File: src/rtl/xcfr_pkg.sv
package xcfr_pkg;

  localparam int BYTE_W  = 8;
  localparam int CFG_IDX_W = 8;

  typedef logic [BYTE_W-1:0]    byte_t;
  typedef logic [CFG_IDX_W-1:0] cfg_idx_t;

  // Configuration register indexes
  localparam cfg_idx_t REG_START_BYTE     = cfg_idx_t'(0);
  localparam cfg_idx_t REG_MIN_HEADER_LEN = cfg_idx_t'(1);

  localparam byte_t START_BYTE_RST     = byte_t'(0);
  localparam byte_t MIN_HEADER_LEN_RST = byte_t'(1);

  typedef enum logic [1:0] {
    PH_HUNT  = 2'd0,
    PH_LEN   = 2'd1,
    PH_BODY  = 2'd2,
    PH_CHECK = 2'd3
  } phase_t;

endpackage

File: src/rtl/xcfr_if.sv
interface xcfr_byte_if;
  import xcfr_pkg::*;
  logic  valid;
  logic  ready;
  byte_t rx_byte;

  modport source (output valid, output rx_byte, input ready);
  modport sink (input valid, input rx_byte, output ready);
endinterface

interface xcfr_result_if;
  import xcfr_pkg::*;
  logic  valid;
  logic  ready;
  logic  payload_valid;
  byte_t payload_byte;
  byte_t payload_index;
  logic  frame_end;
  logic  frame_ok;

  modport source (output valid, output payload_valid, output payload_byte,
                  output payload_index, output frame_end, output frame_ok,
                  input ready);
  modport sink (input valid, input payload_valid, input payload_byte,
                input payload_index, input frame_end, input frame_ok,
                output ready);
endinterface

interface xcfr_cfg_if;
  import xcfr_pkg::*;
  logic     valid;
  logic     ready;
  cfg_idx_t index;
  byte_t    data;

  modport source (output valid, output index, output data, input ready);
  modport sink (input valid, input index, input data, output ready);
endinterface

File: src/rtl/xor_checked_frame_receiver.sv
// An accepted byte's result item is in the output register from the next cycle.
// Throughput: one byte per cycle; the frame state and the output register both
// advance per accepted item; with a result held, a byte is taken only as it leaves.
// Reset (rst, synchronous, active high): hunt for start byte, counters and check
// cleared, output register empty, start_byte = 0, min_header_len = 1.
module xor_checked_frame_receiver (
  input logic          clk,
  input logic          rst,
  xcfr_byte_if.sink    rx,
  xcfr_result_if.source res,
  xcfr_cfg_if.sink     cfg
);
  import xcfr_pkg::*;

  // Configuration registers; writes land at any time and apply from the next byte.
  byte_t start_byte;
  byte_t min_header_len;

  // Frame state
  phase_t phase, phase_next;
  byte_t  frame_length, frame_length_next;
  byte_t  byte_count, byte_count_next;
  byte_t  running_check, running_check_next;

  // Output register
  logic  out_valid;
  logic  payload_valid, payload_valid_next;
  byte_t payload_byte, payload_byte_next;
  byte_t payload_index, payload_index_next;
  logic  frame_end, frame_end_next;
  logic  frame_ok, frame_ok_next;

  logic  rx_take;
  byte_t count_inc;

  assign cfg.ready = 1'b1;

  always_ff @(posedge clk) begin
    if (rst) begin
      start_byte     <= START_BYTE_RST;
      min_header_len <= MIN_HEADER_LEN_RST;
    end else if (cfg.valid) begin
      unique case (cfg.index)
        REG_START_BYTE:     start_byte     <= cfg.data;
        REG_MIN_HEADER_LEN: min_header_len <= cfg.data;
        default: ;  // drop writes beyond the register list
      endcase
    end
  end

  // Take a new byte when the output register is empty or being emptied.
  assign rx.ready = !out_valid || res.ready;
  assign rx_take  = rx.valid && rx.ready;

  assign count_inc = byte_count + byte_t'(1);

  always_comb begin
    phase_next         = phase;
    frame_length_next  = frame_length;
    byte_count_next    = byte_count;
    running_check_next = running_check;
    payload_valid_next = 1'b0;
    payload_byte_next  = '0;
    payload_index_next = '0;
    frame_end_next     = 1'b0;
    frame_ok_next      = 1'b0;
    unique case (phase)
      PH_HUNT: begin
        if (rx.rx_byte == start_byte) phase_next = PH_LEN;
      end
      PH_LEN: begin
        // A short length abandons the frame; it is not rechecked as a start byte.
        if (rx.rx_byte <= min_header_len) begin
          phase_next = PH_HUNT;
        end else begin
          frame_length_next  = rx.rx_byte;
          byte_count_next    = '0;
          running_check_next = rx.rx_byte;
          phase_next         = PH_BODY;
        end
      end
      PH_BODY: begin
        // Stream each body byte out at once with its position.
        payload_valid_next = 1'b1;
        payload_byte_next  = rx.rx_byte;
        payload_index_next = byte_count;
        running_check_next = running_check ^ rx.rx_byte;
        byte_count_next    = count_inc;
        if (count_inc >= frame_length) phase_next = PH_CHECK;
      end
      PH_CHECK: begin
        frame_end_next  = 1'b1;
        frame_ok_next   = (rx.rx_byte == running_check);
        phase_next      = PH_HUNT;
        byte_count_next = '0;
      end
      default: phase_next = PH_HUNT;
    endcase
  end

  always_ff @(posedge clk) begin
    if (rst) begin
      phase         <= PH_HUNT;
      frame_length  <= '0;
      byte_count    <= '0;
      running_check <= '0;
    end else if (rx_take) begin
      phase         <= phase_next;
      frame_length  <= frame_length_next;
      byte_count    <= byte_count_next;
      running_check <= running_check_next;
    end
  end

  // Every accepted byte yields exactly one result item.
  always_ff @(posedge clk) begin
    if (rst) begin
      out_valid <= 1'b0;
    end else if (rx_take) begin
      out_valid <= 1'b1;
    end else if (res.ready) begin
      out_valid <= 1'b0;
    end
  end

  always_ff @(posedge clk) begin
    if (rx_take) begin
      payload_valid <= payload_valid_next;
      payload_byte  <= payload_byte_next;
      payload_index <= payload_index_next;
      frame_end     <= frame_end_next;
      frame_ok      <= frame_ok_next;
    end
  end

  assign res.valid         = out_valid;
  assign res.payload_valid = payload_valid;
  assign res.payload_byte  = payload_byte;
  assign res.payload_index = payload_index;
  assign res.frame_end     = frame_end;
  assign res.frame_ok      = frame_ok;

endmodule

File: src/flat_wrapper.sv
// flat-port wrapper written by rule: the top's interface ports become plain ports
module xor_checked_frame_receiver_flat import xcfr_pkg::*;
  (clk, rst, rx_valid, rx_rx_byte, rx_ready, res_valid, res_payload_valid, res_payload_byte, res_payload_index, res_frame_end, res_frame_ok, res_ready, cfg_valid, cfg_index, cfg_data, cfg_ready);
  xcfr_byte_if rx_i ();
  xcfr_result_if res_i ();
  xcfr_cfg_if cfg_i ();
  input logic clk;
  input logic rst;
  input wire logic [$bits(rx_i.valid)-1:0] rx_valid;
  input wire logic [$bits(rx_i.rx_byte)-1:0] rx_rx_byte;
  output wire logic [$bits(rx_i.ready)-1:0] rx_ready;
  output wire logic [$bits(res_i.valid)-1:0] res_valid;
  output wire logic [$bits(res_i.payload_valid)-1:0] res_payload_valid;
  output wire logic [$bits(res_i.payload_byte)-1:0] res_payload_byte;
  output wire logic [$bits(res_i.payload_index)-1:0] res_payload_index;
  output wire logic [$bits(res_i.frame_end)-1:0] res_frame_end;
  output wire logic [$bits(res_i.frame_ok)-1:0] res_frame_ok;
  input wire logic [$bits(res_i.ready)-1:0] res_ready;
  input wire logic [$bits(cfg_i.valid)-1:0] cfg_valid;
  input wire logic [$bits(cfg_i.index)-1:0] cfg_index;
  input wire logic [$bits(cfg_i.data)-1:0] cfg_data;
  output wire logic [$bits(cfg_i.ready)-1:0] cfg_ready;
  assign rx_i.valid = rx_valid;
  assign rx_i.rx_byte = rx_rx_byte;
  assign rx_ready = rx_i.ready;
  assign res_valid = res_i.valid;
  assign res_payload_valid = res_i.payload_valid;
  assign res_payload_byte = res_i.payload_byte;
  assign res_payload_index = res_i.payload_index;
  assign res_frame_end = res_i.frame_end;
  assign res_frame_ok = res_i.frame_ok;
  assign res_i.ready = res_ready;
  assign cfg_i.valid = cfg_valid;
  assign cfg_i.index = cfg_index;
  assign cfg_i.data = cfg_data;
  assign cfg_ready = cfg_i.ready;
  xor_checked_frame_receiver u_core (.clk(clk), .rst(rst), .rx(rx_i), .res(res_i), .cfg(cfg_i));
endmodule
File: config.mk
export PLATFORM = sky130hd
export DESIGN_NAME = xor_checked_frame_receiver_flat
export DESIGN_NICKNAME = d
export VERILOG_FILES = /design/src/rtl/xcfr_pkg.sv /design/src/rtl/xcfr_if.sv /design/src/rtl/xor_checked_frame_receiver.sv /design/src/flat_wrapper.sv
export SDC_FILE = /design/constraint.sdc
export NUM_CORES = 1
export LEC_CHECK = 0
export BUFFER_PORTS_ARGS = -buffer_cell sky130_fd_sc_hd__buf_2
export CAP_MARGIN = 30
export CORE_UTILIZATION = 62
export DETAILED_ROUTE_END_ITERATION = 6
export PLACE_DENSITY = 0.92
export RECOVER_POWER = 100
export SYNTH_ARGS = -nofsm -noshare
export SYNTH_HDL_FRONTEND = slang
export SYNTH_SLANG_ARGS = --single-unit
File: constraint.sdc
create_clock -name clk -period 7.2 [get_ports clk]
set_clock_uncertainty 0.05 [all_clocks]
set_input_delay 0.36 -clock clk [delete_from_list [all_inputs] [get_ports clk]]
set_output_delay 0.36 -clock clk [all_outputs]
set_load 0.05 [all_outputs]
* Word level (Yosys, flattened, before mapping)
Cells that the tools add are included.
Word-level totals: flip-flop bits (word level) 62, input bits 29, output and inout bits 22, logic and storage cells 52
Cells by class: add/subtract/negate cells 1, order comparisons 2, equal/unequal tests 9, muxes and demuxes 12, bitwise logic cells 2, reductions and logical operators 14
Operators with widths (count):
- 8-bit one-hot mux with 3 select lines | 1
- 8-bit equality test | 2
- 8-bit 2-to-1 mux | 2
- 8-bit one-hot mux with 2 select lines | 1
- 3-bit AND reduction | 4
- 8-bit by 1-bit adder with 8-bit output, second input constant | 1
- 8-bit by 1-bit equality test with 1-bit output, second input constant | 1
- 8-bit greater-or-equal comparator | 1
- 8-bit less-or-equal comparator | 1
- 8-bit logical NOT | 1
- 2-bit one-hot mux with 4 select lines | 1
- 8-bit XOR | 1
- 2-bit 2-to-1 mux | 3
- 2-bit equality test, second input constant | 2
- 1-bit 2-to-1 mux | 4
- 2-bit by 1-bit != test with 1-bit output, second input constant | 2
- 2-bit AND reduction | 2
- 2-bit nonzero test | 2
- 3-bit nonzero test | 1
- 2-bit by 1-bit equality test with 1-bit output, second input constant | 1
- 2-bit logical NOT | 1
- 2-bit != test, second input constant | 1
- 1-bit logical AND | 1
- 1-bit logical NOT | 1
- 2 further kinds | 2

* Longest topological paths before layout
depth after elaboration 4, gate-level depth with buffers 9, mapped depth without buffers 9

* Worst setup path before layout
Ideal clock, no wire load.
path kind reg-to-reg, from register u_core.byte_count[0], to register u_core.phase[0], setup time 0.072 ns, arrival 2.225 ns, required time 7.078 ns, setup slack 4.853 ns, cell stages (with the launch flop) 10, path buffers 0, clock period less this slack 2.347 ns, path through dfxtp_1 ha_1 and3_1 and3_1 xor2_1 ha_1 a21oi_1 a21boi_0 o41ai_1 mux2i_1
Between the ends: cells in the longest elaborated chain, start to end 4
Ends and longest elaborated chain:
- start, declared | RTL line xor_checked_frame_receiver.sv:22 | byte_t byte_count, byte_count_next;
- start signal, assigned | RTL line xor_checked_frame_receiver.sv:110 | byte_count <= byte_count_next;
- 8-bit by 1-bit adder with 8-bit output | RTL line xor_checked_frame_receiver.sv:55 | assign count_inc = byte_count + byte_t'(1);
- 8-bit greater-or-equal comparator | RTL line xor_checked_frame_receiver.sv:89 | if (count_inc >= frame_length) phase_next = PH_CHECK;
- 2-bit by 1-bit != test with 1-bit output (no line)
- 3-bit AND reduction (no line)
- end signal, assigned | RTL line xor_checked_frame_receiver.sv:108 | phase <= phase_next;
- end, declared | RTL line xor_checked_frame_receiver.sv:20 | phase_t phase, phase_next;
No other way between the ends. A chain may end at the register's enable or synchronous reset.

* Worst setup path after layout
from register u_core.out_valid, in the netlist u_core.res.valid, to register u_core.running_check[6]
Between the ends: cells in the longest elaborated chain, start to end 4
Ends and longest elaborated chain:
- start, declared | RTL line xor_checked_frame_receiver.sv:26 | logic out_valid;
- start signal, assigned | RTL line xor_checked_frame_receiver.sv:118 | out_valid <= 1'b0;
- start signal, assigned | RTL line xor_checked_frame_receiver.sv:120 | out_valid <= 1'b1;
- start signal, assigned | RTL line xor_checked_frame_receiver.sv:122 | out_valid <= 1'b0;
- 1-bit logical NOT | RTL line xor_checked_frame_receiver.sv:52 | assign rx.ready = !out_valid || res.ready;
- 1-bit logical OR | RTL line xor_checked_frame_receiver.sv:52
- 1-bit logical AND | RTL line xor_checked_frame_receiver.sv:53 | assign rx_take = rx.valid && rx.ready;
- 3-bit AND reduction (no line)
- end signal, assigned | RTL line xor_checked_frame_receiver.sv:111 | running_check <= running_check_next;
- end, declared | RTL line xor_checked_frame_receiver.sv:23 | byte_t running_check, running_check_next;
No other way between the ends.

==> tab_implementation.tex <==
\begin{tabular}{lr}
\hline
Metric & Value \\
\hline
\multicolumn{2}{l}{\textbf{Worst setup path}} \\
Dominant delay contributor by cell family on the critical path & buffers and inverters \\
Startpoint-to-endpoint class of the critical path & flip-flop to flip-flop \\
Endpoint kind of the worst setup timing path & flip-flop \\
Delay of the slowest cell on the worst path & slightly above 900 ps \\
Buffer and inverter count on the worst path & 3 \\
Most frequent cell on the critical path & sky130\_fd\_sc\_hd\_\_inv\_1 \\
Data arrival time of the critical path & between 3000 and 4000 ps \\
Worst-path cell chain & nor2b\_1, inv\_1, nand2\_1, inv\_1, clkbuf\_1, nand3\_1, a21oi\_1, mux2\_2 \\
Data required time at the worst endpoint & 7450 ps \\
Slowest-stage cell, CP & sky130\_fd\_sc\_hd\_\_clkbuf\_1 \\
Startpoint class of the critical path & flip-flop \\
Highest net fanout along the worst path & 23 \\
\multicolumn{2}{l}{\textbf{GRT}} \\
First-pass GRT wire length & between 10000 and 15000 um \\
Antenna violations before repair & 0 \\
Via count of the first global-routing pass & approximately 2600 \\
Largest net degree at the start of global routing & 50 \\
Total global routing overflow & 0 \\
Overall track demand over capacity in global routing & a little over a quarter \\
\multicolumn{2}{l}{\textbf{Clocking}} \\
Number of post-CTS setup repair buffers & 0 \\
Clock Tree Buf Depth & 2 \\
TritonCTS Buffers & 9 \\
Number of clock sinks seen by CTS & a little over 60 \\
CTS tree & done \\
Latest clock arrival within the worst-skew pair & roughly 350 ps \\
Maximum level of the CTS H-tree & 3 \\
Count of hold buffers inserted by post-cts repair & 0 \\
Clock-pin slew on the worst setup and hold paths & 70 ps \\
Post-cts repair resize count & 0 \\
Root Buffer Master & sky130\_fd\_sc\_hd\_\_clkbuf\_8 \\
\multicolumn{2}{l}{\textbf{Status}} \\
Violated checks & max-capacitance violations, max-slew violations \\
Run status & finished with violations \\
\multicolumn{2}{l}{\textbf{Cells and area}} \\
Count of antenna diodes in the layout & 0 \\
Share of cells above drive strength 1 & between 10\% and 20\% \\
Layout net count & between 400 and 500 \\
P\&R area growth vs syn & 13.19\% \\
Post-route core utilization & 74.84\% \\
Count of non-filler cells in the finished layout & 481 \\
Final-layout fill cell count & between 300 and 400 \\
\multicolumn{2}{l}{\textbf{Die}} \\
Core region area & between 5000 and 6000 sq um \\
Full die area & $\sim$6000 sq um \\
Starting utilization of the core area & between 60\% and 70\% \\
Row cnt & 26 \\
Die extent in x & $\sim$77 um \\
Die Height & 76.74 um \\
Boundary pin count & between 50 and 60 \\
\multicolumn{2}{l}{\textbf{Place}} \\
Worst setup timing slack at the placement stage & 4562 ps \\
Final weighted congestion of routability-driven global placement & 0.8860 \\
Total half-perimeter wirelength after legalization and detailed placement & $\sim$5300 um \\
Port-buffer cells & about 50 \\
Number of placed instances with taps included & approximately 470 \\
\multicolumn{2}{l}{\textbf{Routing}} \\
Number of design rule violations left after detail routing & 0 \\
Detailed-route wire length per cell & between 15 and 20 um \\
Number of search-and-repair iterations in the first detailed-routing pass & 5 \\
Initial detailed-routing violation count & 234 \\
Number of vias in the routed layout & 2873 \\
Ratio of routed vias to standard cells & between 5 and 6 \\
Final Routed Wirelength & between 7000 and 8000 um \\
Post-route ant nets & 0 \\
\multicolumn{2}{l}{\textbf{Timing}} \\
Total negative slack & 0 ps \\
Final critical-path required period & $\sim$3300 ps \\
Worst max-slew margin expressed relative to the limit & -42.84\% \\
PnR worst setup slack & just under 4000 ps \\
Final hold slack & 201.6 ps \\
Final worst-path cycle share & a little under half \\
Worst-Margin Slew & between 2000 and 2500 ps \\
Unrepaired setup endpoints after global routing & no \\
Max-slew violation count & 50 \\
Peak clock frequency supported by timing & between 0.3 and 0.4 GHz \\
Setup violations, final & 0 \\
Number of hold violations in the final report & 0 \\
\multicolumn{2}{l}{\textbf{Pwr}} \\
Static Leakage & 1.588 nW \\
Switching power & slightly below 0.0002 W \\
Clock network fraction of total power & between 40\% and 50\% \\
Pwr/cell area & $\sim$210 nW/um\^{}2 \\
Part of the power in registers & a little over two fifths \\
Switching power as a share of total power & about a quarter \\
Power share of the combinational group & 8.5\% \\
Worst IR drop on VDD & $\sim$0.00020 V \\
Internal power summed over all cells & $\sim$0.00064 W \\
\multicolumn{2}{l}{\textbf{Synth}} \\
Gate count after technology mapping & 363 \\
Number of register bits inferred by synthesis & 62 \\
XOR/XNOR Fraction of Synth Area & under 10\% \\
Synth async-reset ratio & 0\% \\
Area share of and/or/nand/nor cells after synthesis & between 10\% and 20\% \\
Share of synthesized cell area in full adder, half adder and majority cells & under 10\% \\
Proportion of netlist area held by the largest area contributor & about a quarter \\
Mux contribution to synthesized area & $\sim$8.1\% \\
Fraction of the yosys area taken by sequential cells & approximately two fifths \\
Nets in the synthesized netlist & 409 \\
Post-synthesis cell area & 3463 sq um \\
Number of flops mapped to enable cells by yosys & 19 \\
Top post-synthesis cells by count & 43 x sky130\_fd\_sc\_hd\_\_dfxtp\_1, 33 x sky130\_fd\_sc\_hd\_\_nor2\_1, 27 x sky130\_fd\_sc\_hd\_\_a21oi\_1 \\
Largest family of logic cells by synthesized area & simple AND/OR/NAND/NOR gates \\
Prevailing post-synth register cell & sky130\_fd\_sc\_hd\_\_dfxtp\_1 \\
Post-synthesis average cell area & around 9.5 sq um \\
Synth top area cells & sky130\_fd\_sc\_hd\_\_dfxtp\_1 25\%, sky130\_fd\_sc\_hd\_\_edfxtp\_1 16\%, sky130\_fd\_sc\_hd\_\_ha\_1 6.1\% \\
Leading area contributor after synthesis & sky130\_fd\_sc\_hd\_\_dfxtp\_1 \\
Number of warnings reported in the yosys synthesis log & 0 \\
Synth Area in Compound Gates & between 10\% and 20\% \\
Most used standard cell by instance count after synthesis & sky130\_fd\_sc\_hd\_\_dfxtp\_1 \\
Number of distinct standard cells referenced by the synthesized netlist & 53 \\
\multicolumn{2}{l}{\textbf{Min path}} \\
Class of the tightest hold or removal check & input pin to flip-flop \\
\multicolumn{2}{l}{\textbf{Job}} \\
\# Max-Cap Violations & 1 \\
\hline
\end{tabular}
## logic make-up after synthesis
| group | count (synthesis) |
|---|---|
| AND/OR/NAND/NOR | 123 |
| adder cells (fa/ha/maj) | 17 |
| other | 1 |
| AO/OA/AOI/OAI | 62 |
| multiplexers | 27 |
| flip-flops | 62 |
| buffers and inverters | 41 |
| XOR/XNOR | 30 |
## path summary, 6_finish.rpt
check                                 startpoint                                     to  slack, ps  cells past startpoint
min reg2reg  u_core.frame_length[0]$_SDFFE_PP0P_    u_core.frame_length[0]$_SDFFE_PP0P_        420                      2
max                u_core.res.valid$_SDFFE_PP0P_   u_core.running_check[6]$_SDFFE_PP0P_       3920                      8
max reg2reg        u_core.res.valid$_SDFFE_PP0P_   u_core.running_check[6]$_SDFFE_PP0P_       3920                      8
min                                  cfg_data[0]  u_core.min_header_len[0]$_SDFFE_PP1P_        200                      3
## per-stage QoR
step / power (W) / cell area (sq um)
2_1_floorplan: 0.0004225 / 3463
3_3_place_gp: 0.0004428 / 3691
3_5_place_dp: 0.0004468 / 3724
4_1_cts: 0.0008446 / 3984
5_1_grt: 0.0008631 / 3920
6_report: 0.0008400 / 3920
## final cells by class
type	instances	area, sq um	share of cell area [%]
clock inverter	7	136.4	3.479
multi-input combinational	260	1832	46.73
tap	70	87.58	2.234
sequential	62	1431	36.51
inverter	22	82.58	2.107
clock buffer	9	123.9	3.160
timing repair buffer	51	226.5	5.777
## state kept, by name, indices dropped and copies added, names as in the netlist, named ones only
signal                    count
u_core.min_header_len         8
u_core.start_byte             8
u_core.res.frame_ok           1
u_core.frame_length           8
u_core.byte_count             8
u_core.running_check          8
u_core.res.payload_valid      1
u_core.res.frame_end          1
u_core.res.payload_byte       8
u_core.res.valid              1
u_core.phase                  1
u_core.res.payload_index      8
## power by group through the flow
stage,registers [W],logic (W),clock network [W]
6_report,0.000366,0.0000712,0.000403
5_1_grt,0.000366,0.0000753,0.000422
4_1_cts,0.000366,0.0000744,0.000404
3_5_place_dp,0.000374,0.0000732,0
3_3_place_gp,0.000374,0.0000691,0
2_1_floorplan,0.000393,0.0000296,0
## routing by layer
layer / global-route usage (%) / up-vias / wire, um
met5: 0 / - / 0
met3: 5.000 / 29 / 534
met1: 32.55 / 1315 / 3195
li1: - / 1375 / -
met4: 17.31 / 0 / 277
met2: 43.21 / 154 / 3750
## worst register-to-register path, stage by stage, from the launching register on
cell,delay (ps)
sky130_fd_sc_hd__dfxtp_1,310
sky130_fd_sc_hd__nor2b_1,170
sky130_fd_sc_hd__inv_1,270
sky130_fd_sc_hd__nand2_1,410
sky130_fd_sc_hd__inv_1,380
sky130_fd_sc_hd__clkbuf_1,930
sky130_fd_sc_hd__nand3_1,240
sky130_fd_sc_hd__a21oi_1,250
sky130_fd_sc_hd__mux2_2,220
## cell usage in the layout (no fill, tap or decap), types with 18 or more instances in the layout
| cell | synthesis | layout |
|---|---|---|
| sky130_fd_sc_hd__nand2_1 | 24 | 24 |
| sky130_fd_sc_hd__buf_2 | 5 | 28 |
| sky130_fd_sc_hd__inv_1 | 20 | 22 |
| sky130_fd_sc_hd__nor2_1 | 33 | 33 |
| sky130_fd_sc_hd__a21oi_1 | 27 | 27 |
| sky130_fd_sc_hd__clkbuf_1 | 6 | 23 |
| sky130_fd_sc_hd__dfxtp_1 | 43 | 43 |
| sky130_fd_sc_hd__mux2i_1 | 18 | 18 |
| sky130_fd_sc_hd__edfxtp_1 | 19 | 19 |
| sky130_fd_sc_hd__xor2_1 | 24 | 24 |
Power figures use the tool's default switching activity.
